===== src/hdl/mte_pkg.sv =====
// Shared types and constants of the multi-tap echo mixer.
`default_nettype none
package mte_pkg;
   localparam int unsigned Q16_ONE = 65536;
   localparam int MAX_TAPS = 8;
   localparam int HISTORY_DEPTH = 16384;

   typedef enum logic [2:0] {
      CSR_TAP_COUNT     = 3'd0,
      CSR_DELAY_INTERVAL = 3'd1,
      CSR_DELAY_RATIO   = 3'd2,
      CSR_DECAY_MODE    = 3'd3,
      CSR_DECAY_COMMON  = 3'd4,
      CSR_WIDE_SAMPLES  = 3'd5
   } csr_index_type;

   // item handed from front to back
   typedef struct packed {
      logic [15:0] sample;
      logic        is_original;
      logic        last;
   } item_type;

   typedef enum logic [2:0] {
      BK_IDLE,
      BK_WRITE,
      BK_READ,
      BK_MUL,
      BK_ADD,
      BK_EMIT,
      BK_CLEAR
   } back_state_type;

   typedef enum logic [1:0] {
      TB_IDLE,
      TB_MUL,
      TB_STORE
   } table_state_type;
endpackage
`default_nettype wire


===== src/hdl/mte_front.sv =====
// Front end: takes items and holds them in a short queue for the back end.
`default_nettype none
module mte_front (
   input  wire logic             clock,
   input  wire logic             reset,
   input  wire logic             push,
   output logic                  full,
   input  wire logic [15:0]      sample,
   input  wire logic             is_original,
   input  wire logic             last,
   output logic                  item_valid,
   output mte_pkg::item_type     item,
   input  wire logic             item_take
);
   mte_pkg::item_type q_ff [2];
   logic       wp_ff, rp_ff;
   logic [1:0] cnt_ff;
   logic       do_push, do_pop;

   assign full       = (cnt_ff == 2'd2);
   assign item_valid = (cnt_ff != 2'd0);
   assign item       = q_ff[rp_ff];
   assign do_push    = push && !full;
   assign do_pop     = item_take && item_valid;

   always_ff @(posedge clock) begin
      if (reset) begin
         wp_ff  <= 1'b0;
         rp_ff  <= 1'b0;
         cnt_ff <= '0;
      end else begin
         if (do_push) wp_ff <= ~wp_ff;
         if (do_pop)  rp_ff <= ~rp_ff;
         cnt_ff <= cnt_ff + 2'(do_push) - 2'(do_pop);
      end
   end

   always_ff @(posedge clock) begin
      if (do_push) begin
         q_ff[wp_ff] <= '{sample: sample, is_original: is_original, last: last};
      end
   end
endmodule
`default_nettype wire


===== config.mk =====
export PLATFORM = sky130hd
export DESIGN_NAME = mte_front
export DESIGN_NICKNAME = d
export VERILOG_FILES = /design/src/hdl/mte_pkg.sv /design/src/hdl/mte_front.sv
export SDC_FILE = /design/constraint.sdc
export NUM_CORES = 1
export LEC_CHECK = 0
export BUFFER_PORTS_ARGS = -buffer_cell sky130_fd_sc_hd__buf_4
export CELL_PAD_IN_SITES_DETAIL_PLACEMENT = 0
export CELL_PAD_IN_SITES_GLOBAL_PLACEMENT = 1
export CORE_AREA = 2 2 64 66
export CTS_CLUSTER_DIAMETER = 40
export DETAILED_ROUTE_END_ITERATION = 8
export DIE_AREA = 0 0 66 68
export GPL_TIMING_DRIVEN = 0
export PLACE_DENSITY = 0.73
export SLEW_MARGIN = 10
export SYNTH_ARGS = -nofsm -noshare
export SYNTH_HDL_FRONTEND = slang
export SYNTH_SLANG_ARGS = --single-unit
export TNS_END_PERCENT = 100

===== constraint.sdc =====
create_clock -name clock -period 2.08 [get_ports clock]
set_input_delay 0.208 -clock clock [delete_from_list [all_inputs] [get_ports clock]]
set_output_delay 0.208 -clock clock [all_outputs]
set_load 0.02 [all_outputs]

After elaboration in Yosys (flattened, before gate mapping)
Memories as Yosys holds them, arrays and structs flattened. A register that Yosys moved wholly into a read port is not among the register bits.
Cells that the tools add are included.
- add/sub/neg operators: 2
- equality and inequality tests: 1
- muxes and demuxes: 4
- bitwise logic cells: 2
- reduce and logical (&&, ||, !) cells: 4
- operators by type and width (kind ; number):
    $mux 1 ; 4
    $add 2x1->2 ; 1
    $eq 2x2->1 const B ; 1
    $logic_and 1x1->1 ; 2
    $not 1->1 ; 2
    $reduce_bool 2->1 ; 1
    $sub 2x1->2 ; 1
    $logic_not 1->1 ; 1
- flip-flop bits (word level): 4
- memory bits (writable): 36
- input bits: 22
- output and inout port bits: 20
- memories: 1
- memories (memory ; words ; width ; read ports ; clocked after memory_dff ; write ports ; line ; RTL):
    q_ff ; 2 ; 18 ; 1 ; 1 ; 1 ; mte_front.sv:15 ; mte_pkg::item_type q_ff [2];

Longest topological paths before layout
- depth after elaboration: 5
- mapped depth: 8

Least setup slack after synthesis
Ideal clock, no wire load.
- kind: flip-flop to flip-flop
- start point: reg cnt_ff[0]
- end point: mem q_ff[0][0] in the netlist's numbering (enable)
- arrival time: 1245 ps
- setup slack: 463 ps
- cell stages (with the launch flop): 5
- period minus slack after synthesis: 1617 ps
- cells stage by stage: dfxtp_1 > nand2b_2 > inv_2 > or3_1 > inv_1
- longest elaborated chain between the ends: 5
- ends and longest elaborated chain (element ; line ; RTL):
    start, declared ; mte_front.sv:17 ; logic [1:0] cnt_ff;
    start signal, assigned ; mte_front.sv:34 ; cnt_ff <= cnt_ff + 2'(do_push) - 2'(do_pop);
    $eq 2x2->1 ; mte_front.sv:20 ; assign full = (cnt_ff == 2'd2);
    named net full ; mte_front.sv:7 ; output logic full,
    $logic_not 1->1 ; mte_front.sv:23 ; assign do_push = push && !full;
    $logic_and 1x1->1 ; mte_front.sv:23 ;
    $mux 1 ; mte_front.sv:39 ; if (do_push) begin
    $mux 1 (not written as such) ; mte_front.sv:40 ; q_ff[wp_ff] <= '{sample: sample, is_original: is_original, last: last};
    end, declared ; mte_front.sv:15 ;
The timed path passes the listed nets, and every way through them passes these cells.

Final worst setup path
- start point: reg cnt_ff[0]
- end point: mem q_ff[0][17] in the netlist's numbering (enable)
- longest elaborated chain between the ends: 5
- ends and longest elaborated chain (element ; line):
    $eq 2x2->1 ; mte_front.sv:20
    $logic_not 1->1 ; mte_front.sv:23
    $logic_and 1x1->1 ; mte_front.sv:23
    $mux 1 ; mte_front.sv:39
    $mux 1 (not written as such) ; mte_front.sv:40
Every way passes these cells.

==> results.md <==
- Worst-Skew Late Latency: 0.28 ns
- Worst vdd ir: 0.000565 V
- FF-to-FF path depth: 4
- Dpl hpwl: 1.62 mm
- Share of cells above drive strength 1: 40.8%
- Placed insts: 173
- Final Power: 2.25 mW
- Adder-Cell Fraction of Synth Area: 1.63%
- Top Ports: 42
- Max H-tree Level: 2
- Endpoints failing setup: 0
- Synth area leader: edfxtp_1
- Hold path depth: 1
- Post-CTS Repair Setup Buffers: 0
- DRC Markers: 0
- Worst path max stage delay: 0.59 ns
- Total nets after synthesis: 106
- CTS tree: built
- Most frequent cell after synthesis: edfxtp_1
- Final instance area: 1980 sq um
- Pwr Density: 1130 nW/um^2
- Final wirelength: 2.39 mm
- Place WS: 0.189 ns
- NumNets Final: 154
- DR vias: 810
- Worst Setup End Kind: flip-flop
- R2R Path End: q_ff[0][17]$_DFFE_PP_
- WHS Endpoint: q_ff[0][12]$_DFFE_PP_
- Post-synthesis mux area share: 13.2%
- Number of synthesized flops with an enable pin: 36
- Crit-path slowest cell: inv_1
- Inserted Clock Buffers: 5
- Initial Util: 39.8%
- DRT iter0 DRCs: 17
- Synth Area in Simple Gates: 3.26%
- CTS max path bufs: 2
- Worst Skew: 0.00152 ns
- Final hold viol count: 0
- Tcrit/Tclk final: 88.8%
- Final non-filler cell total: 180
- Ys async rst share: 0%
- Synth cell count leaders: 36 x edfxtp_1, 18 x mux2_1, 5 x dfxtp_1
- CP max FO: 18
- Highest Clock Rate: 541 MHz
- Most used DFF post-synth: edfxtp_1
- Slew Limit Headroom: 47.7%
- First-pass GRT wire length: 3.51 mm
- CTS root buf: clkbuf_8
- Grt met2 use: 20.3%
- Max-slew violations: 0
- Clk sinks: 41
- Critical Path Source Type: flip-flop
- Placeable Area: 3860 sq um
- GRT Residual Overflow: 0
- Crit path cell chain: nand2b_2, inv_2, or3_1, inv_1
- Worst-margin pin slew: 0.783 ns
- Average cell area after synthesis: 18.7 sq um
- Post-layout min period: 1.85 ns
- CP bufs+invs: 2
- Min Hold Slack: 0.109 ns
- Die width: 66 um
- Main combinational cell family by area after synthesis: multiplexers
- Mapped Area: 1540 sq um
- Worst R2R Start: cnt_ff[0]$_SDFF_PP0_
- Worst Setup Slack, final: 0.233 ns
- Initial antenna violation count: 0
- N_diodes: 0
- Vias in the first global route: 803
- Syn. warnings: 0
- Area delta synth->final: 29.1%
- Die height: 68 um
- Post-DRT Antenna Nets: 0
- WL/cell: 13.3 um
- R2r setup slk: 0.23 ns
- GRT Util Overall: 11.2%
- Leak: 0.780 nW
- Worst Path Arrival: 1.76 ns
- Synth cell types: 20
- Worst endpoint required time: 1.99 ns
- Kind of critical path: reg -> reg
- Top cell type's share of synthesized area: 70.4%
- Fin Setup TNS: 0 ns
- Max-cap violations: 0
- Post-Syn Instances: 82
- Complex-gate fraction of the synthesized area: 1.22%
- M3 GR Usage: 4.61%
- RD Place Congestion: 0.665
- Launch point of the worst hold path: sample[10]
- Synth area leaders: edfxtp_1 70%, mux2_1 13%, dfxtp_1 6.5%
- Status: complete, no violations
- Largest net degree at the start of global routing: 19
- Sequential share of the synthesized area: 76.9%
- XOR/XNOR Fraction of Synth Area: 1.71%
- RSZ-0062 raised after global routing: false
- Area after DPL: 1910 sq um
- Met1 GRT Util: 11.6%
- Post-CTS Resized: 0
- Delay-heaviest family, CP: buffers and inverters
- Reg clk slew, reported paths: 0.07 ns
- Std cell rows: 23
- Full die area: 4490 sq um
- Fin util: 51.4%
- PortBufs: 41
- Vias/cell: 4.50
- Hold-fix buffers, CTS: 0
- First-pass DRT Iterations: 4
- Worst hold-check path type: in -> reg
- Grt peak-use layer: met2
- Count of state elements after synthesis: 41
==> report_power, final <==
part           internal, mW  switching, mW  total (mW)
logic                 0.335          0.389       0.724
registers              1.03         0.0380        1.07
clock network         0.226          0.233       0.459
total                  1.59          0.660        2.25
==> cells in the final DEF (no fill, tap or decap), drive strengths merged, types with 2 or more instances in the layout <==
cell type	instances
edfxtp	36
xnor2	2
dfxtp	5
clkbuf	6
nor2	3
mux2	18
ha	2
inv	4
buf	43
==> cells by family after synthesis <==
group | after synthesis
adder cells (fa/ha/maj) | 2
AND/OR/NAND/NOR | 9
XOR/XNOR | 3
AO/OA/AOI/OAI | 3
multiplexers | 18
flip-flops | 41
buffers and inverters | 6
==> layer usage <==
layer / vias up / wire (um) / part of all wire (%)
li1: 396 / - / -
met1: 382 / 965 / 40
met2: 32 / 1260 / 53
met3: 0 / 158 / 6.6
met4: 0 / 0 / 0
met5: - / 0 / 0
==> state kept, by name (all words and copies together) (netlist names), named ones only <==
| name | cells |
|---|---|
| wp_ff | 1 |
| q_ff | 36 |
| cnt_ff | 2 |
| rp_ff | 1 |
==> worst max-delay path by stage <==
| stage | cells after the start | slack, ns | startpoint | to |
|---|---|---|---|---|
| 2_1_floorplan | 4 | 0.46 | cnt_ff[0]$_SDFF_PP0_ | q_ff[0][0]$_DFFE_PP_ |
| 3_3_place_gp | 4 | 0.28 | cnt_ff[0]$_SDFF_PP0_ | q_ff[0][16]$_DFFE_PP_ |
| 3_5_place_dp | 4 | 0.19 | cnt_ff[0]$_SDFF_PP0_ | q_ff[0][16]$_DFFE_PP_ |
| 4_1_cts | 4 | 0.17 | cnt_ff[0]$_SDFF_PP0_ | q_ff[0][10]$_DFFE_PP_ |
| 5_1_grt | 4 | 0.12 | cnt_ff[0]$_SDFF_PP0_ | q_ff[0][11]$_DFFE_PP_ |
| 6_report | 4 | 0.23 | cnt_ff[0]$_SDFF_PP0_ | q_ff[0][17]$_DFFE_PP_ |
==> worst register-to-register path: stages (launching register included) <==
cell	delay [ns]
dfxtp_1	0.36
nand2b_2	0.16
inv_2	0.04
or3_1	0.32
inv_1	0.59
==> final cells by class <==
class / count / area (sq um)
Clock inverter: 1 / 3.75
Timing Repair Buffer: 41 / 308
Inverter: 4 / 15.0
Fill cell: 341 / 1870
Sequential cell: 41 / 1180
Clock buffer: 6 / 72.6
Multi-Input combinational cell: 35 / 323
Buffer: 2 / 16.3
Tap cell: 50 / 62.6
Note: power is estimated with default switching activity, not from simulation.
