<file path="src/hdl/mte_pkg.sv">
// Shared types and constants of the multi-tap echo mixer.
`default_nettype none
package mte_pkg;
   localparam int unsigned Q16_ONE = 65536;
   localparam int MAX_TAPS = 8;
   localparam int HISTORY_DEPTH = 16384;

   typedef enum logic [2:0] {
      CSR_TAP_COUNT     = 3'd0,
      CSR_DELAY_INTERVAL = 3'd1,
      CSR_DELAY_RATIO   = 3'd2,
      CSR_DECAY_MODE    = 3'd3,
      CSR_DECAY_COMMON  = 3'd4,
      CSR_WIDE_SAMPLES  = 3'd5
   } csr_index_type;

   // item handed from front to back
   typedef struct packed {
      logic [15:0] sample;
      logic        is_original;
      logic        last;
   } item_type;

   typedef enum logic [2:0] {
      BK_IDLE,
      BK_WRITE,
      BK_READ,
      BK_MUL,
      BK_ADD,
      BK_EMIT,
      BK_CLEAR
   } back_state_type;

   typedef enum logic [1:0] {
      TB_IDLE,
      TB_MUL,
      TB_STORE
   } table_state_type;
endpackage
`default_nettype wire

</file>
<file path="src/hdl/mte_tables.sv">
// Tap delay and gain table builder, rerun after each register write.
`default_nettype none
module mte_tables (
   input  wire logic                                          clock,
   input  wire logic                                          reset,
   input  wire logic                                          start,
   input  wire logic [14:0]                                   delay_interval,
   input  wire logic [16:0]                                   delay_ratio,
   input  wire logic                                          decay_mode,
   input  wire logic [16:0]                                   decay_common,
   input  wire logic                                          wide_samples,
   output logic                                               busy,
   input  wire logic [$clog2(mte_pkg::MAX_TAPS)-1:0]          tap_sel,
   output logic      [$clog2(mte_pkg::HISTORY_DEPTH):0]       tap_delay,
   output logic signed [19:0]                                 tap_gain
);
   localparam int MAX_TAPS = mte_pkg::MAX_TAPS;
   localparam int HISTORY_DEPTH = mte_pkg::HISTORY_DEPTH;
   localparam int TW = $clog2(MAX_TAPS);
   localparam int DW = $clog2(HISTORY_DEPTH) + 1;
   localparam logic [TW:0] TAPS = (TW+1)'(MAX_TAPS);

   mte_pkg::table_state_type state_ff, state_in;
   logic [TW:0]  k_ff, k_in;
   logic [16:0]  pw_ff, pw_in, gp_ff, gp_in;
   logic [DW-1:0] cum_ff, cum_in;
   logic [32:0]  step_prod_ff;
   logic [33:0]  gp_prod_ff;
   logic [DW-1:0] delay_ff [MAX_TAPS];
   logic signed [19:0] gain_ff [MAX_TAPS];
   logic [16:0]  ratio, common;
   logic [31:0]  step;
   logic [32:0]  cum_sum;
   logic signed [23:0] lin_gain;

   assign ratio  = (delay_ratio > 17'(mte_pkg::Q16_ONE)) ? 17'(mte_pkg::Q16_ONE) : delay_ratio;
   assign common = (decay_common > 17'(mte_pkg::Q16_ONE)) ? 17'(mte_pkg::Q16_ONE)
                                                          : decay_common;

   always_comb begin
      state_in = state_ff;
      unique case (state_ff)
         mte_pkg::TB_IDLE:  state_in = mte_pkg::TB_IDLE;
         mte_pkg::TB_MUL:   state_in = mte_pkg::TB_STORE;
         mte_pkg::TB_STORE: if (k_ff == TAPS - 1'b1) state_in = mte_pkg::TB_IDLE;
                            else state_in = mte_pkg::TB_MUL;
         default:           state_in = mte_pkg::TB_IDLE;
      endcase
      // a write during a build restarts it with the latest registers
      if (start) state_in = mte_pkg::TB_MUL;
   end

   assign busy = (state_ff != mte_pkg::TB_IDLE);

   // step from registered product of interval and power
   always_comb begin
      if (wide_samples) begin
         step = 32'(((step_prod_ff[32:15]) + 18'd1) >> 1);
      end else begin
         step = 32'(step_prod_ff[32:16]);
      end
      cum_sum  = 33'(cum_ff) + 33'(step);
      lin_gain = 24'sd65536 - 24'($signed({1'b0, common}) * $signed({1'b0, k_ff + 1'b1}));
   end

   always_comb begin
      k_in   = k_ff;
      pw_in  = pw_ff;
      gp_in  = gp_ff;
      cum_in = cum_ff;
      if (start) begin
         k_in   = '0;
         pw_in  = 17'(mte_pkg::Q16_ONE);
         gp_in  = 17'(mte_pkg::Q16_ONE);
         cum_in = '0;
      end else if (state_ff == mte_pkg::TB_STORE) begin
         k_in   = k_ff + 1'b1;
         pw_in  = 17'((34'(pw_ff) * 34'(ratio)) >> 16);
         gp_in  = gp_prod_ff[32:16];
         cum_in = (cum_sum > 33'(HISTORY_DEPTH)) ? DW'(HISTORY_DEPTH) : cum_sum[DW-1:0];
      end
   end

   always_ff @(posedge clock) begin
      if (reset) begin
         state_ff <= mte_pkg::TB_MUL;
         k_ff     <= '0;
         pw_ff    <= 17'(mte_pkg::Q16_ONE);
         gp_ff    <= 17'(mte_pkg::Q16_ONE);
         cum_ff   <= '0;
      end else begin
         state_ff <= state_in;
         k_ff     <= k_in;
         pw_ff    <= pw_in;
         gp_ff    <= gp_in;
         cum_ff   <= cum_in;
      end
   end

   always_ff @(posedge clock) begin
      step_prod_ff <= 33'(pw_ff) * 33'(delay_interval);
      gp_prod_ff   <= 34'(gp_ff) * 34'(common);
      if (state_ff == mte_pkg::TB_STORE) begin
         delay_ff[k_ff[TW-1:0]] <= (cum_sum > 33'(HISTORY_DEPTH)) ? DW'(HISTORY_DEPTH)
                                                                 : cum_sum[DW-1:0];
         gain_ff[k_ff[TW-1:0]]  <= decay_mode ? $signed({3'b0, gp_prod_ff[32:16]})
                                              : lin_gain[19:0];
      end
   end

   assign tap_delay = delay_ff[tap_sel];
   assign tap_gain  = gain_ff[tap_sel];
endmodule
`default_nettype wire

</file>
<file path="config.mk">
export PLATFORM = sky130hd
export DESIGN_NAME = mte_tables
export DESIGN_NICKNAME = d
export VERILOG_FILES = /design/src/hdl/mte_pkg.sv /design/src/hdl/mte_tables.sv
export SDC_FILE = /design/constraint.sdc
export NUM_CORES = 2
export LEC_CHECK = 0
export BUFFER_PORTS_ARGS = -buffer_cell sky130_fd_sc_hd__buf_4
export CORE_MARGIN = 1.5
export CORE_UTILIZATION = 44
export DETAILED_ROUTE_END_ITERATION = 8
export HOLD_SLACK_MARGIN = 0.05
export SETUP_SLACK_MARGIN = 0.2
export SKIP_CTS_REPAIR_TIMING = 1
export SLEW_MARGIN = 20
export SYNTH_ARGS = -nofsm -noshare
export SYNTH_HDL_FRONTEND = slang
export SYNTH_SLANG_ARGS = --single-unit
</file>
<file path="constraint.sdc">
create_clock -name clock -period 9.1 [get_ports clock]
set_clock_uncertainty 0.05 [all_clocks]
set_input_delay 0.455 -clock clock [delete_from_list [all_inputs] [get_ports clock]]
set_output_delay 0.455 -clock clock [all_outputs]
set_load 0.05 [all_outputs]
</file>
; ---- After elaboration in Yosys (flattened, before gate mapping)
; Memories as Yosys holds them, arrays and structs flattened.
; Index checks and enable logic that the tools add are counted.
[word_totals]
register_bits = 120
latchBits = 0
mem_bits_rw = 280
rom_bits = 0
inputBits = 57
out_inout_bits = 36
wordCells = 34
mem_count = 2
[op_classes]
addsub = 4
multipliers = 4
div_mod_pow = 0
magnitude_cmp = 3
eq_ne = 3
shifts = 0
n_mux = 9
bitwise_logic = 0
n_reduce_logical = 2
[memory_table]
columns = name, depth, width, read_ports, rd_ports_with_merged_regs, wr, line_no
row1 = gain_ff, 8, 20, 1, 0, 1, mte_tables.sv:30  ; logic signed [19:0] gain_ff [MAX_TAPS];
row2 = delay_ff, 8, 15, 1, 0, 1, mte_tables.sv:29  ; logic [DW-1:0] delay_ff [MAX_TAPS];
[ops]
columns = cell, n
row1 = multiplier 17 x 17 -> 33 bit, 2
row2 = two-way mux 17 bit, 3
row3 = "greater-than comparator 17 bit, second input constant", 2
row4 = adder 15 x 32 -> 33 bit, 1
row5 = "greater-than comparator 33 x 15 -> 1 bit, second input constant", 1
row6 = multiplier 17 x 15 -> 32 bit, 1
row7 = multiplier 17 x 4 -> 20 bit, 1
row8 = two-way mux 20 bit, 1
row9 = "subtractor 17 x 20 -> 20 bit, first input constant", 1
row10 = "adder 17 x 1 -> 18 bit, second input constant", 1
row11 = two-way mux 15 bit, 1
row12 = "adder 4 x 1 -> 4 bit, second input constant", 1
row13 = "== test 4 x 3 -> 1 bit, second input constant", 1
row14 = one-hot mux 2 bit (2 select lines), 1
row15 = two-way mux 1 bit, 3
row16 = "== test 2 x 1 -> 1 bit, second input constant", 1
row17 = "== test 2 bit, second input constant", 1
row18 = nonzero test 2 bit, 1
row19 = OR reduction 2 bit, 1

; ---- Longest topological paths before layout
[logic_depth]
depth_word = 5
ltp_mapped = 28

; ---- Worst setup path after synthesis
; No wires, ideal clock.
[synth_timing]
path_kind = input-to-reg
startpoint = input port decay_common[0]
endpoint = register gp_prod_ff[32]
setup_time_ps = 72
arrival_time_ps = 7004
required_ps = 8978
path_slack_ps = 1973
path_stages = 26
path_cell_list = nor4_1 > nand4_1 > nand2_1 > clkbuf_1 > and2_1 > clkbuf_1 > nand2_1 > fa_1 > fa_1 > fa_1 > inv_1 > fa_1 > fa_1 > inv_1 > fa_1 > inv_1 > ha_1 > o21a_1 > o2111ai_1 > nand2_1 > and4_1 > a221oi_1 > o21ai_1 > a41o_1 > o41ai_1 > xnor2_1
[synth_between]
elab_chain_cells = 3
[synth_rtl]
columns = item, line_no
row1 = "start, declared", mte_tables.sv:10  ; input wire logic [16:0] decay_common,
row2 = greater-than comparator 17 bit, mte_tables.sv:37  ; assign common = (decay_common > 17'(mte_pkg::Q16_ONE)) ? 17'(mte_pkg::Q16_ONE)
row3 = two-way mux 17 bit (*), mte_tables.sv:37
row4 = multiplier 17 x 17 -> 33 bit (*), mte_tables.sv:102  ; gp_prod_ff <= 34'(gp_ff) * 34'(common);
row5 = "end signal, assigned", mte_tables.sv:102
row6 = "end, declared", mte_tables.sv:28  ; logic [33:0] gp_prod_ff;
; Mark *: on every way between the ends. The rest lies on a longest branch, timed or not.
; A chain may end at the register's enable or synchronous reset.

; ---- Worst setup path in the final report
[layout_timing]
startpoint = input port decay_common[13]
endpoint = register gp_prod_ff[32]
; The elaborated chain is that of the path after synthesis.

==> impl.org <==
** Die
- The region available for standard cell placement spans 95,200 um^2.
- Once the floorplan was initialized, standard cells occupied 44.5% of the core.
- In this run the horizontal extent of the chip is 313 um.
- The floorplan step defined a die boundary enclosing 98,100 um^2.
- In this run the count of I/O pins placed on the die edge is 93.
- The die is 313 um tall.
- After floorplanning, the core was divided into 113 placement rows.

** Detailed routing
- In the routed layout, each cell is associated on average with a via count of 5.21.
- The count of nets left with antenna violations once routing finished came out at 0.
- The first detailed-routing pass ran for 6 iterations.
- Summed over all layers, the routed wires come to 101,000 um.
- Summing over every cut layer, the via total after detailed routing is 28,000.
- Number of design rule violations left after detail routing :: 0
- Routed length per instance :: 18.7 um
- Initial detailed-routing violation count :: 1,688

** Power and ir drop
- Dividing total power by cell area gives a power density of 89.4 nW/um^2.
- Max IR drop VDD :: 0.126 mV
- In this run the static leakage power is 21.3 nW.

** Timing
- Transition at the pin with the smallest max-transition slack :: 1.07 ns
- Hold violation count in the final report :: 0
- Portion of the clock cycle consumed by the worst path in the final layout :: 85.6%
- Max-Slew Margin vs Limit :: 28.1%
- Achievable Freq :: 0.128 GHz
- Final setup slack of the worst path :: 1.31 ns
- Setup violations remaining at the end of the flow were counted as 0.
- Aggregate negative setup slack :: 0 ns
- The number of pins exceeding their max-slew limit in the final report was 0.
- Period minus WS final :: 7.79 ns
- Setup repair after global routing left no endpoint under its margin.

** Global route
- Wire length of the first global-routing pass :: 164,000 um
- Entering global routing, the biggest net connects 71 pins.
- Number of antenna violations at the first check in global routing :: 2
- Summed over all layers, the global routing overflow is 0.
- Vias in the first global route :: 29,900
- Total global routing track utilization :: 21.2%

** Clock network
- The tree is rooted in a clkbuf_16.
- Clock latency on the worst-skew pair, taken at its later pin, is 0.54 ns.
- CTS Buffer Depth :: 3
- Clock H-tree levels :: 2
- Clock transition at the registers of the reported paths :: 0.06 ns
- Clock tree synthesis inserted a total of 39 buffers.
- Total number of clock tree sinks :: 369
- CTS tree :: done

** Setup path
- Startpoint-to-endpoint class of the critical path :: primary input to register
- Counting stages on the worst path, the most repeated cell is fa_1.
- The slowest stage of the critical path is the a221oi_1 cell.
- Critical Path Fanout Max :: 30
- STA classifies the critical path endpoint as a register.
- For the worst setup path, the data required time is 9.52 ns.
- Maximum single-stage delay on the critical path :: 0.64 ns
- Data arrives at the worst endpoint at 8.20 ns.
- CP Launch Type :: primary input
- Crit-path leading delay family :: adder cells
- Setup slack on the worst flop-to-flop path :: 1.92 ns
- Buf/Inv on CP :: 5

** Cells and area
- Antenna Cells :: 0
- Compared with the post-synthesis result, the final layout area differs by 7.95%.
- Share of cells above drive strength 1 :: 9.02%
- After routing the design area is 45,700 um^2.
- After filler insertion, the fill cell instance count of the layout stands at 8,742.
- Cell Count, Final, Fillers Out :: 5,379
- Number of nets in the finished design :: 5,159

** Logic synthesis
- Share of Yosys cell area claimed by the top area cell type :: 31.4%
- The number of different library cells used by synthesis comes to 72.
- Synth Area per Inst :: 10.4 um^2
- During synthesis, Yosys emitted a total of 0 warnings.
- Most area-consuming cells after synthesis :: fa_1 (31%), edfxtp_1 (20%), ha_1 (10%)
- The synthesized netlist occupies a cell area of 42,300 um^2.
- Synthesized netlist cell count :: 4,090
- Sequential fraction of the synthesis area :: 24.1%
- In the synthesized netlist the async set-or-reset flop fraction comes to 0%.
- The number of nets in the synthesized netlist is 5,166.
- Main synth FF type :: edfxtp_1
- Summed over all instances, the cell type with the most area after synthesis is fa_1.
- In this run, synthesis produced a sequential element count of 369.
- Yosys mapped a number of flops with a built-in enable equal to 280.

** Placed design
- Hpwl dp :: 74,600 um
- After detailed placement, the total cell area comes to 44,400 um^2.
- The number of placed instances, taps included, is 5,307.
- Pre-CTS worst setup slack :: 0.867 ns
- Port Buf Inserts :: 92
- Global placer's final weighted congestion :: 0.893

** Status
- The flow ran to the end, and the final reports show no timing, DRC or antenna violations.

** Hold path
- The path class of the tightest hold or removal check is primary input to register.

** Flow run
- The tool flagged a number of max-cap violations equal to 0.
[power breakdown]
part | internal [mW] | total [mW] | switching (mW)
clock | 0.943 | 1.60 | 0.656
sequential | 1.86 | 1.87 | 0.0164
combinational | 0.211 | 0.612 | 0.401
total | 3.01 | 4.09 | 1.07
[layout make-up]
cell class	instances	area, um^2	share of cell area (%)
sequential	369	10200	22.3
inverter	775	2910	6.37
clock buffer	51	1090	2.39
clock inverter	21	231	0.507
multi-input combinational	2744	28500	62.4
tap	1265	1580	3.46
timing repair buffer	154	1160	2.53
[metal layers]
layer / part of all wire, % / track usage, % / vias to the layer above
met3: 4.6 / 2.38 / 137
met5: 0.028 / 0 / -
li1: - / - / 12900
met4: 2.2 / 4.78 / 4
met2: 48 / 35.7 / 646
met1: 45 / 29.6 / 14400
[path summary, 6_finish.rpt]
kind                                       start              to  cells after the start
worst min register to register    gp_prod_ff[19]        gp_ff[3]                      2
worst min-delay path                       reset     state_ff[0]                      3
worst max-delay path            decay_common[13]  gp_prod_ff[32]                     26
worst max register to register          gp_ff[7]  gp_prod_ff[32]                     22
[kinds of logic after synthesis]
logic type | share of synthesized area (%)
simple gates | 14.5
fa+ha+maj | 41.9
buf+inv | 8.70
flops | 24.1
compound gates | 4.07
mux | 4.76
xor+xnor | 2.03
[cells in the mapped netlist, types with 13 or more instances]
cell      number
a21o_1        21
xor2_1        38
nor2b_1       29
nor2_1       108
nor3_1        22
nand3_1       22
o21a_1        15
inv_1        775
o21ai_0       49
mux4_2        70
nand2b_1      16
and3_1        88
edfxtp_1     280
fa_1         665
nand2_1      610
dfxtp_1       89
clkbuf_1     181
and2_1       307
ha_1         354
nand4_1       13
buf_1         17
xnor2_1       60
nor4_1        14
mux2_2        38
a21oi_1       72
[layout by cell type, fill, tap and decap left out, drive strengths merged, types with 21 or more instances in the layout]
cell type	count
a21o	21
a21oi	72
and2	308
and3	88
buf	154
clkbuf	51
dfxtp	89
edfxtp	280
fa	665
ha	354
inv	777
mux2	38
mux4	70
nand2	610
nand3	22
nor2	108
nor2b	29
nor3	22
o21ai	51
xnor2	60
xor2	38
[flip-flops by register name, summed over array words and instances (netlist names)]
name / cells
gp_ff: 17
cum_ff: 15
state_ff: 2
gain_ff: 160
k_ff: 4
gp_prod_ff: 17
pw_ff: 17
step_prod_ff: 17
delay_ff: 120
[metrics by stage]
stage               utilization (%)  power (mW)  hold slack (ns)
finish                         48.0        4.09            0.269
global placement               46.6        2.52            0.394
global route                   48.0        4.25            0.261
CTS                            48.0        4.12            0.240
detailed placement             46.6        2.53            0.403
floorplan                         -        2.32            0.377
[worst min-delay path, cell delays in order]
cell and delay, ns:
buf_4 0.10, nor2_1 0.16, nand2_1 0.10
(Power assumes the default switching activity.)
